==> config.mk <==
export PLATFORM = sky130hd
export DESIGN_NAME = multi_slot_heartbeat_watchdog_unit
export DESIGN_NICKNAME = d
export VERILOG_FILES = /design/src/sv/mshw_pkg.sv /design/src/sv/mshw_slot_alu.sv /design/src/sv/multi_slot_heartbeat_watchdog_unit.sv
export SDC_FILE = /design/constraint.sdc
export NUM_CORES = 1
export LEC_CHECK = 0
export BUFFER_PORTS_ARGS = -buffer_cell sky130_fd_sc_hd__buf_2
export CELL_PAD_IN_SITES_DETAIL_PLACEMENT = 1
export CELL_PAD_IN_SITES_GLOBAL_PLACEMENT = 2
export CORE_MARGIN = 2
export CORE_UTILIZATION = 35
export DETAILED_ROUTE_END_ITERATION = 10
export PLACE_DENSITY = 0.68
export SYNTH_ARGS = -nofsm -noshare
export SYNTH_HDL_FRONTEND = slang
export SYNTH_SLANG_ARGS = --single-unit
==> constraint.sdc <==
create_clock -name clk_i -period 4 [get_ports clk_i]
set_clock_uncertainty 0.1 [all_clocks]
set_input_delay 0.6 -clock clk_i [delete_from_list [all_inputs] [get_ports clk_i]]
set_output_delay 0.6 -clock clk_i [all_outputs]
set_load 0.02 [all_outputs]
==> src/sv/mshw_pkg.sv <==
// ----------------------------------------------------------------------------
// mshw_pkg - shared types for the multi-slot heartbeat watchdog
// Operation codes, slot status codes and the per-slot update record.
// ----------------------------------------------------------------------------
package mshw_pkg;

  // default table depth
  localparam int unsigned SLOTS_DEF = 16;

  // operation codes carried with each input transaction
  typedef enum logic [2:0] {
    FN_ADD    = 3'd0,
    FN_REMOVE = 3'd1,
    FN_PING   = 3'd2,
    FN_FINISH = 3'd3,
    FN_CHECK  = 3'd4,
    FN_CLEAR  = 3'd5
  } func_e;

  // status of one monitored unit
  typedef enum logic [1:0] {
    STS_UP       = 2'd0,
    STS_DOWN     = 2'd1,
    STS_ROGUE    = 2'd2,
    STS_FINISHED = 2'd3
  } status_e;

  // update decided for one slot by the shared slot unit
  typedef struct packed {
    logic    wr;        // write used bit and status back
    logic    used_n;    // new used bit
    status_e status_n;  // new status
    logic    inc;       // count goes up by one
    logic    dec;       // count goes down by one
    logic    sweep;     // unit turned rogue
    logic    ok;        // slot operation succeeded
  } slot_res_t;

endpackage

==> src/sv/mshw_slot_alu.sv <==
// ----------------------------------------------------------------------------
// mshw_slot_alu - per-slot update unit
// Decides the new used bit, status and count change of the slot in hand.
// ----------------------------------------------------------------------------
module mshw_slot_alu (
  input  mshw_pkg::func_e     func_i,
  input  logic                used_i,
  input  mshw_pkg::status_e   status_i,
  output mshw_pkg::slot_res_t res_o
);

  always_comb begin
    res_o          = '0;
    res_o.used_n   = used_i;
    res_o.status_n = status_i;
    unique case (func_i)
      mshw_pkg::FN_ADD: begin
        // claim a free slot
        if (!used_i) begin
          res_o.wr       = 1'b1;
          res_o.used_n   = 1'b1;
          res_o.status_n = mshw_pkg::STS_UP;
          res_o.inc      = 1'b1;
          res_o.ok       = 1'b1;
        end
      end
      mshw_pkg::FN_REMOVE: begin
        if (used_i) begin
          res_o.wr       = 1'b1;
          res_o.used_n   = 1'b0;
          res_o.status_n = mshw_pkg::STS_UP;
          res_o.dec      = 1'b1;
          res_o.ok       = 1'b1;
        end
      end
      mshw_pkg::FN_PING: begin
        if (used_i) begin
          res_o.wr       = 1'b1;
          res_o.status_n = mshw_pkg::STS_UP;
          res_o.ok       = 1'b1;
        end
      end
      mshw_pkg::FN_FINISH: begin
        if (used_i) begin
          res_o.wr       = 1'b1;
          res_o.status_n = mshw_pkg::STS_FINISHED;
          res_o.ok       = 1'b1;
        end
      end
      mshw_pkg::FN_CHECK: begin
        // age the unit; rogue and finished stay as they are
        if (used_i && status_i == mshw_pkg::STS_UP) begin
          res_o.wr       = 1'b1;
          res_o.status_n = mshw_pkg::STS_DOWN;
        end else if (used_i && status_i == mshw_pkg::STS_DOWN) begin
          res_o.wr       = 1'b1;
          res_o.status_n = mshw_pkg::STS_ROGUE;
          res_o.sweep    = 1'b1;
        end
      end
      mshw_pkg::FN_CLEAR: begin
        // drop rogue and finished units
        if (used_i && (status_i == mshw_pkg::STS_ROGUE ||
                       status_i == mshw_pkg::STS_FINISHED)) begin
          res_o.wr       = 1'b1;
          res_o.used_n   = 1'b0;
          res_o.status_n = mshw_pkg::STS_UP;
          res_o.dec      = 1'b1;
        end
      end
      default: begin
        res_o.wr = 1'b0;
      end
    endcase
  end

endmodule

==> src/sv/multi_slot_heartbeat_watchdog_unit.sv <==
// ----------------------------------------------------------------------------
// multi_slot_heartbeat_watchdog_unit - heartbeat watchdog over a slot table
// Tracks SLOTS monitored units: add, remove, ping, finish, check, clear.
// ----------------------------------------------------------------------------
//
// Channel   Dir  Handshake                      Payload
// s_axis    in   s_axis_tvalid / s_axis_tready  tuser: func; tdata: slot_index
// m_axis    out  m_axis_tvalid / m_axis_tready  tdata: ok, given_slot, sweep,
//                                               unit_total
//
// Operation: add, check and clear walk the table one slot a cycle through the
//   shared slot unit and the status memory read port (add stops at the first
//   free slot); remove, ping and finish visit only their own slot, and none
//   for a slot beyond the table; an unknown code visits no slot.
// Reset: asynchronous, active low; clears the used bits and the count at once,
//   so the table is usable as soon as reset is released.
// Stalls: a result waits in the output register while the next transaction is
//   taken; a finished transaction holds until that register is free.
//
module multi_slot_heartbeat_watchdog_unit #(
  parameter int unsigned SLOTS = mshw_pkg::SLOTS_DEF
) (
  input  logic        clk_i,
  input  logic        rst_ni,
  input  logic        s_axis_tvalid,
  output logic        s_axis_tready,
  input  logic [7:0]  s_axis_tdata,   // [3:0] slot_index, [7:4] zero
  input  logic [7:0]  s_axis_tuser,   // [2:0] func, [7:3] zero
  output logic        m_axis_tvalid,
  input  logic        m_axis_tready,
  output logic [15:0] m_axis_tdata    // [0] ok, [4:1] given_slot, [5] sweep,
                                      // [10:6] unit_total, [15:11] zero
);

  localparam int unsigned IDX_W = (SLOTS > 1) ? $clog2(SLOTS) : 1;
  localparam int unsigned CNT_W = $clog2(SLOTS + 1);
  localparam int unsigned XI_W  = (IDX_W > 4) ? IDX_W : 4;
  localparam int unsigned XC_W  = (CNT_W > 5) ? CNT_W : 5;
  localparam logic [XI_W:0]    SLOTS_X   = (XI_W + 1)'(SLOTS);
  localparam logic [IDX_W-1:0] LAST_SLOT = IDX_W'(SLOTS - 1);

  typedef enum logic [1:0] {
    S_IDLE = 2'b01,
    S_RUN  = 2'b10
  } state_e;

  // control
  state_e                 state_q, state_d;
  mshw_pkg::func_e        op_q, op_d;
  logic [IDX_W-1:0]       cur_q, cur_d;
  logic [IDX_W-1:0]       end_q, end_d;
  logic                   a_done_q, a_done_d;
  logic                   b_vld_q, b_vld_d;
  logic                   found_q, found_d;
  logic [SLOTS-1:0]       used_q, used_d;
  logic [CNT_W-1:0]       count_q, count_d;
  logic                   m_vld_q, m_vld_d;

  // payload
  logic [IDX_W-1:0]       b_slot_q, b_slot_d;
  logic [IDX_W-1:0]       given_q, given_d;
  logic                   ok_q, ok_d;
  logic                   sweep_q, sweep_d;
  logic [1:0]             rd_q;
  logic                   out_ok_q, out_ok_d;
  logic [3:0]             out_given_q, out_given_d;
  logic                   out_sweep_q, out_sweep_d;
  logic [4:0]             out_total_q, out_total_d;

  logic [1:0]             status_mem [SLOTS];

  logic                   s_accept;
  mshw_pkg::func_e        func_w;
  logic [XI_W-1:0]        idx_x;
  logic                   in_range;
  logic                   b_live;
  logic                   done;
  logic                   out_free;
  logic                   mem_we;
  logic [XI_W-1:0]        given_x;
  logic [XC_W-1:0]        count_x;
  mshw_pkg::slot_res_t    res;

  assign s_axis_tready = (state_q == S_IDLE);
  assign s_accept      = s_axis_tvalid & s_axis_tready;
  assign func_w        = mshw_pkg::func_e'(s_axis_tuser[2:0]);
  assign idx_x         = XI_W'(s_axis_tdata[3:0]);
  assign in_range      = ({1'b0, idx_x} < SLOTS_X);

  // stage B works on the slot read in the previous cycle; kill it after a claim
  assign b_live   = b_vld_q & ~found_q;
  assign done     = (a_done_q | found_q) & ~b_vld_q;
  assign out_free = ~m_vld_q | m_axis_tready;
  assign mem_we   = b_live & res.wr;

  mshw_slot_alu u_alu (
    .func_i   (op_q),
    .used_i   (used_q[b_slot_q]),
    .status_i (mshw_pkg::status_e'(rd_q)),
    .res_o    (res)
  );

  assign given_x = XI_W'(given_q);
  assign count_x = XC_W'(count_q);

  always_comb begin
    state_d     = state_q;
    op_d        = op_q;
    cur_d       = cur_q;
    end_d       = end_q;
    a_done_d    = a_done_q;
    b_vld_d     = 1'b0;
    b_slot_d    = b_slot_q;
    found_d     = found_q;
    used_d      = used_q;
    count_d     = count_q;
    given_d     = given_q;
    ok_d        = ok_q;
    sweep_d     = sweep_q;
    m_vld_d     = m_vld_q & ~m_axis_tready;
    out_ok_d    = out_ok_q;
    out_given_d = out_given_q;
    out_sweep_d = out_sweep_q;
    out_total_d = out_total_q;

    unique case (state_q)
      S_IDLE: begin
        if (s_accept) begin
          op_d     = func_w;
          found_d  = 1'b0;
          given_d  = '0;
          sweep_d  = 1'b0;
          ok_d     = 1'b0;
          cur_d    = '0;
          end_d    = LAST_SLOT;
          a_done_d = 1'b0;
          case (func_w) inside
            mshw_pkg::FN_ADD: begin
              a_done_d = 1'b0;
            end
            mshw_pkg::FN_CHECK, mshw_pkg::FN_CLEAR: begin
              ok_d = 1'b1;
            end
            mshw_pkg::FN_REMOVE, mshw_pkg::FN_PING, mshw_pkg::FN_FINISH: begin
              // one slot only; out of range gives nothing to visit
              cur_d    = idx_x[IDX_W-1:0];
              end_d    = idx_x[IDX_W-1:0];
              a_done_d = ~in_range;
            end
            default: begin
              a_done_d = 1'b1;
            end
          endcase
          state_d = S_RUN;
        end
      end
      S_RUN: begin
        // stage A: issue the next slot to the status read port
        if (!a_done_q && !found_q) begin
          b_vld_d  = 1'b1;
          b_slot_d = cur_q;
          if (cur_q == end_q) begin
            a_done_d = 1'b1;
          end else begin
            cur_d = IDX_W'(cur_q + 1'b1);
          end
        end
        // stage B: apply the slot unit's decision
        if (b_live) begin
          if (res.wr) begin
            used_d[b_slot_q] = res.used_n;
          end
          count_d = CNT_W'(count_q + CNT_W'(res.inc) - CNT_W'(res.dec));
          sweep_d = sweep_q | res.sweep;
          if (op_q == mshw_pkg::FN_ADD && res.ok) begin
            found_d = 1'b1;
            given_d = b_slot_q;
            ok_d    = 1'b1;
          end
          if (op_q == mshw_pkg::FN_REMOVE || op_q == mshw_pkg::FN_PING ||
              op_q == mshw_pkg::FN_FINISH) begin
            ok_d = res.ok;
          end
        end
        // post the result once the walk has drained and the output is free
        if (done && out_free) begin
          m_vld_d     = 1'b1;
          out_ok_d    = ok_q;
          out_given_d = given_x[3:0];
          out_sweep_d = sweep_q;
          out_total_d = count_x[4:0];
          state_d     = S_IDLE;
        end
      end
      default: begin
        state_d = S_IDLE;
      end
    endcase
  end

  always_ff @(posedge clk_i or negedge rst_ni) begin
    if (!rst_ni) begin
      state_q  <= S_IDLE;
      op_q     <= mshw_pkg::FN_ADD;
      cur_q    <= '0;
      end_q    <= '0;
      a_done_q <= 1'b1;
      b_vld_q  <= 1'b0;
      found_q  <= 1'b0;
      used_q   <= '0;
      count_q  <= '0;
      m_vld_q  <= 1'b0;
    end else begin
      state_q  <= state_d;
      op_q     <= op_d;
      cur_q    <= cur_d;
      end_q    <= end_d;
      a_done_q <= a_done_d;
      b_vld_q  <= b_vld_d;
      found_q  <= found_d;
      used_q   <= used_d;
      count_q  <= count_d;
      m_vld_q  <= m_vld_d;
    end
  end

  always_ff @(posedge clk_i) begin
    b_slot_q    <= b_slot_d;
    given_q     <= given_d;
    ok_q        <= ok_d;
    sweep_q     <= sweep_d;
    out_ok_q    <= out_ok_d;
    out_given_q <= out_given_d;
    out_sweep_q <= out_sweep_d;
    out_total_q <= out_total_d;
  end

  // status memory: registered read at the cursor, write back from stage B
  always_ff @(posedge clk_i) begin
    rd_q <= status_mem[cur_q];
  end

  always_ff @(posedge clk_i) begin
    if (mem_we) begin
      status_mem[b_slot_q] <= res.status_n;
    end
  end

  assign m_axis_tvalid = m_vld_q;
  assign m_axis_tdata  = {5'b0, out_total_q, out_sweep_q, out_given_q, out_ok_q};

  // count tracks the used bits
  a_count_matches: assert property (@(posedge clk_i) disable iff (!rst_ni)
    count_q == CNT_W'($countones(used_q)))
    else $error("used count out of step with used bits");

  // the walk has drained whenever a new transaction can be taken
  a_idle_drained: assert property (@(posedge clk_i) disable iff (!rst_ni)
    state_q == S_IDLE |-> !b_vld_q)
    else $error("slot pipeline busy while idle");

  // a claim only ends an add, and the claimed slot is then in use
  a_claim_add: assert property (@(posedge clk_i) disable iff (!rst_ni)
    $rose(found_q) |-> op_q == mshw_pkg::FN_ADD && used_q[given_q])
    else $error("slot claim outside add");

endmodule
==> summary by stage <==
CTS
The master cell of the clock root buffer is clkbuf_16. The number of buffers inserted to repair setup after CTS is 0. The number of buffers inserted by hold repair at cts is 0.

In this run the number of H-tree levels came out at 3. The clock net in this run drives a total of between 90 and 100 sinks. The CTS tree is done. The later pin in the worst-skew pair is clocked with a latency of 0.34 ns.

In this run the deepest clock path goes through 2 buffers. The clock-pin transition on the worst setup and hold timing paths is 0.07 ns. Counting the buffers created by CTS gives 9.

The post-cts sizing count is 0.

GRT
The total grt overflow is 0. The number of global-route vias before repair is about 3000. The overall track demand over capacity in global routing is 14.2%. Entering global routing, the biggest net connects 39 pins. The initial antenna violation count is 0. The first-pass GRT wire length is ~16000 um.

Timing
The number of endpoints with negative hold slack in the final report came to 0. The final critical-path setup slack is around 0.38 ns. For the finished layout, the period the worst path requires is 3.62 ns.

Derived from the worst setup path, the maximum achievable clock frequency is about 0.28 GHz. Setup violations remaining at the end of the flow were counted as 0. For the pin with the worst max-slew slack, the measured transition is 0.974 ns. Of the available clock period, the critical path in the final layout requires 90.6%. The number of max-slew violations in the final report is 0. The worst pin sits at a relative slew slack of 35.0%. The total negative setup slack is 0 ns.

Setup repair after global routing left no endpoint under its margin.

Floorplanning
The die is 117 um tall. The total number of placement rows is 41. The die covers 13800 um^2. The die width is 117 um. The core region is about 13000 um^2.

The effective utilization at floorplan is 35.8%. 38 I/O pins were placed.

Synthesis
After synthesis, the netlist uses 58 different library cells. The share of synthesized registers carrying an async set or reset is 40.9%. Averaged over all synthesized cells, the footprint is about 12 um^2. The share of synthesized area in the top cell type comes to 35.4%.

The commonest cells after synthesis are edfxtp_1, dfrtp_1, nand2_1. Counting flops and latches in the post-synthesis netlist gives between 90 and 100. The dominant cell by count in the synthesized netlist is edfxtp_1. The primary flip-flop cell chosen by synthesis mapping is edfxtp_1.

The synthesized design spends more area on one cell type than any other, namely edfxtp_1. Sequential cells were found to cover 57.5% of the synthesized design area. Counting flops with a built-in enable in the synthesized netlist gives 53. The mapped netlist covers roughly 4500 um^2. The count of warnings emitted by yosys is 0. Counting every instance in the synthesized netlist gives around 370. Sorting the synthesized cells by area gives the leading types as edfxtp_1, dfrtp_1, mux2_2.

Critical path
Counting both buffers and inverters, the worst setup path holds a total of 5. The worst setup path is of the reg2reg kind. Among all stages on the critical path, the largest delay is contributed by fa_1. The cell family contributing the most delay on the critical path is adder cells. Data arrives at the worst endpoint at 3.75 ns. The data required time at the worst endpoint is 4.13 ns. STA classifies the critical path startpoint as a flop. In this design, the stage delay of the slowest critical-path cell is a little under 0.4 ns.

The most numerous cell type found on the critical path is inv_1. STA classifies the critical path endpoint as a flop. The critical-path maximum fanout is 9.

Traced cell by cell, the critical path runs through buf_4, buf_4, mux4_2, mux2i_4, mux2_4, or2_2, nor3_1, ha_1, inv_1, ha_1, inv_1, fa_1, inv_1, a21o_1, a21oi_1, xnor2_1, nor2_1, xor2_1.

Detailed routing
The via count normalized by instance count is a little over 5. The count of nets left with antenna violations once routing finished came out at 0. The average wire length per cell after detail routing is between 15 and 20 um. The final routed wirelength across all metal layers is between 9000 and 10000 um. Across all layers, the routed design uses 2860 vias. The total DRC errors in the routed layout is 0. For this run, the detailed router's first-pass iteration total came to 4. After the first detailed-routing iteration, the DRC count stood at between 100 and 150.

Layout
In the final design database the tool counted 415 nets. The share of final-layout standard cells stronger than drive strength 1 is 21.1%. Summing all multi-input logic gate instances after layout gives 1740 um^2. Registers take 2580 um^2. The area growth from synthesis to layout is 13.0%. The core utilization of the finished layout is 40.4%. 0 antenna diodes ended up in the layout. The filler cells instantiated in the layout total 1346.

Job
The max-capacitance violation count is 0.

Power
The cell leakage power is 1.94 nW. The power density over the cells is 623 nW/um^2. IR analysis of the VDD net gives a maximum drop of ~270 uV. The completed layout was analyzed and its total power is 3.17 mW.

Placement
At the end of routability-driven placement, the weighted congestion stood at 0.728. The worst slack at placement is 0.197 ns. The HPWL after detailed placement is 6630 um. The number of port buffers is 23.

Worst hold path
The classification of the worst-slack hold path is in2async.

Outcome
The flow ran to the end, and the final reports show no timing, DRC or antenna violations.
state kept, by name (all words and copies together) (netlist names), 2 cells and up:
name,flops
state_q,2
rd_q,2
b_slot_q,4
given_q,4
out_given_q,4
count_q,5
out_total_q,5
status_mem,32
end_q,4
used_q,16
op_q,3
cur_q,4
worst reg2reg max path, stage by stage (launching register included):
cell and delay (ns):
edfxtp_1 0.36, buf_4 0.18, buf_4 0.15, mux4_2 0.35, mux2i_4 0.08, mux2_4 0.32, or2_2 0.30, nor3_1 0.17
ha_1 0.27, inv_1 0.06, ha_1 0.15, inv_1 0.05, fa_1 0.39, inv_1 0.07, a21o_1 0.11, a21oi_1 0.07
xnor2_1 0.14, nor2_1 0.07, xor2_1 0.15
power breakdown:
| group | switching (mW) | total [mW] | internal [mW] | leakage (nW) |
|---|---|---|---|---|
| clock network | 0.381 | 0.875 | 0.494 | 0.153 |
| logic | 0.497 | 0.817 | 0.320 | 0.793 |
| registers | 0.218 | 1.47 | 1.26 | 0.994 |
| total | 1.10 | 3.17 | 2.07 | 1.94 |
kinds of logic (layout without fill, tap and decap cells):
group,Yosys count,after routing,synth area share (%)
other,1,5,0.0834
adder cells (fa/ha/maj),7,7,2.12
AO/OA/AOI/OAI,57,57,8.15
flip-flops,93,93,57.5
buffers and inverters,38,61,4.17
multiplexers,38,38,11.8
XOR/XNOR,8,8,1.56
AND/OR/NAND/NOR,124,124,14.6
worst paths after layout:
check | cells after the start | endpoint | slack [ns] | from
max in group asynchronous | 1 | op_q[1] | 2.94 | rst_ni
min in group clk_i | 0 | out_ok_q | 0.32 | ok_q
min | 1 | used_q[15] | 0.28 | rst_ni
max | 18 | count_q[4] | 0.38 | b_slot_q[2]
max reg2reg | 18 | count_q[4] | 0.38 | b_slot_q[2]
min reg2reg | 0 | out_ok_q | 0.32 | ok_q
layer usage:
metal | vias to the layer above | track usage [%] | part of all wire, % | routed length (um)
met5 | - | 0 | 0 | 0
met4 | 0 | 5.05 | 1.3 | 125
met3 | 10 | 3.02 | 2.3 | 215
met2 | 26 | 23.5 | 49 | 4660
met1 | 1458 | 18.5 | 47 | 4440
li1 | 1366 | - | - | -
stage by stage:
stage	hold WS, ns	cell area [um^2]	std cells
finish	0.281	5080	565
global route	0.341	5080	565
CTS	0.323	5050	561
detailed placement	0.311	4750	545
global placement	0.304	4750	545
floorplan	0.204	4510	370
cell type report:
type	instances	share of cell area, %
Timing Repair Buffer	34	3.89
Inverter	11	0.813
Multi-Input combinational cell	239	34.2
Clock buffer	9	4.43
Tap cell	172	4.24
Sequential cell	93	50.9
Clock inverter	7	1.53
cells in the final DEF, fill, tap and decap left out, drive strengths merged, types with 7 or more instances in the layout:
| cell | netlist | final |
|---|---|---|
| nor3 | 8 | 8 |
| o21ai | 15 | 15 |
| nand3 | 7 | 7 |
| mux2 | 19 | 19 |
| and2 | 7 | 7 |
| clkbuf | 15 | 9 |
| edfxtp | 53 | 53 |
| inv | 11 | 15 |
| dfrtp | 36 | 36 |
| nor2b | 8 | 8 |
| mux4 | 8 | 8 |
| buf | 12 | 34 |
| nand2b | 8 | 8 |
| nor2 | 31 | 31 |
| nand2 | 33 | 33 |
| a21oi | 14 | 14 |
| mux2i | 11 | 11 |
(Power assumes the default switching activity.)
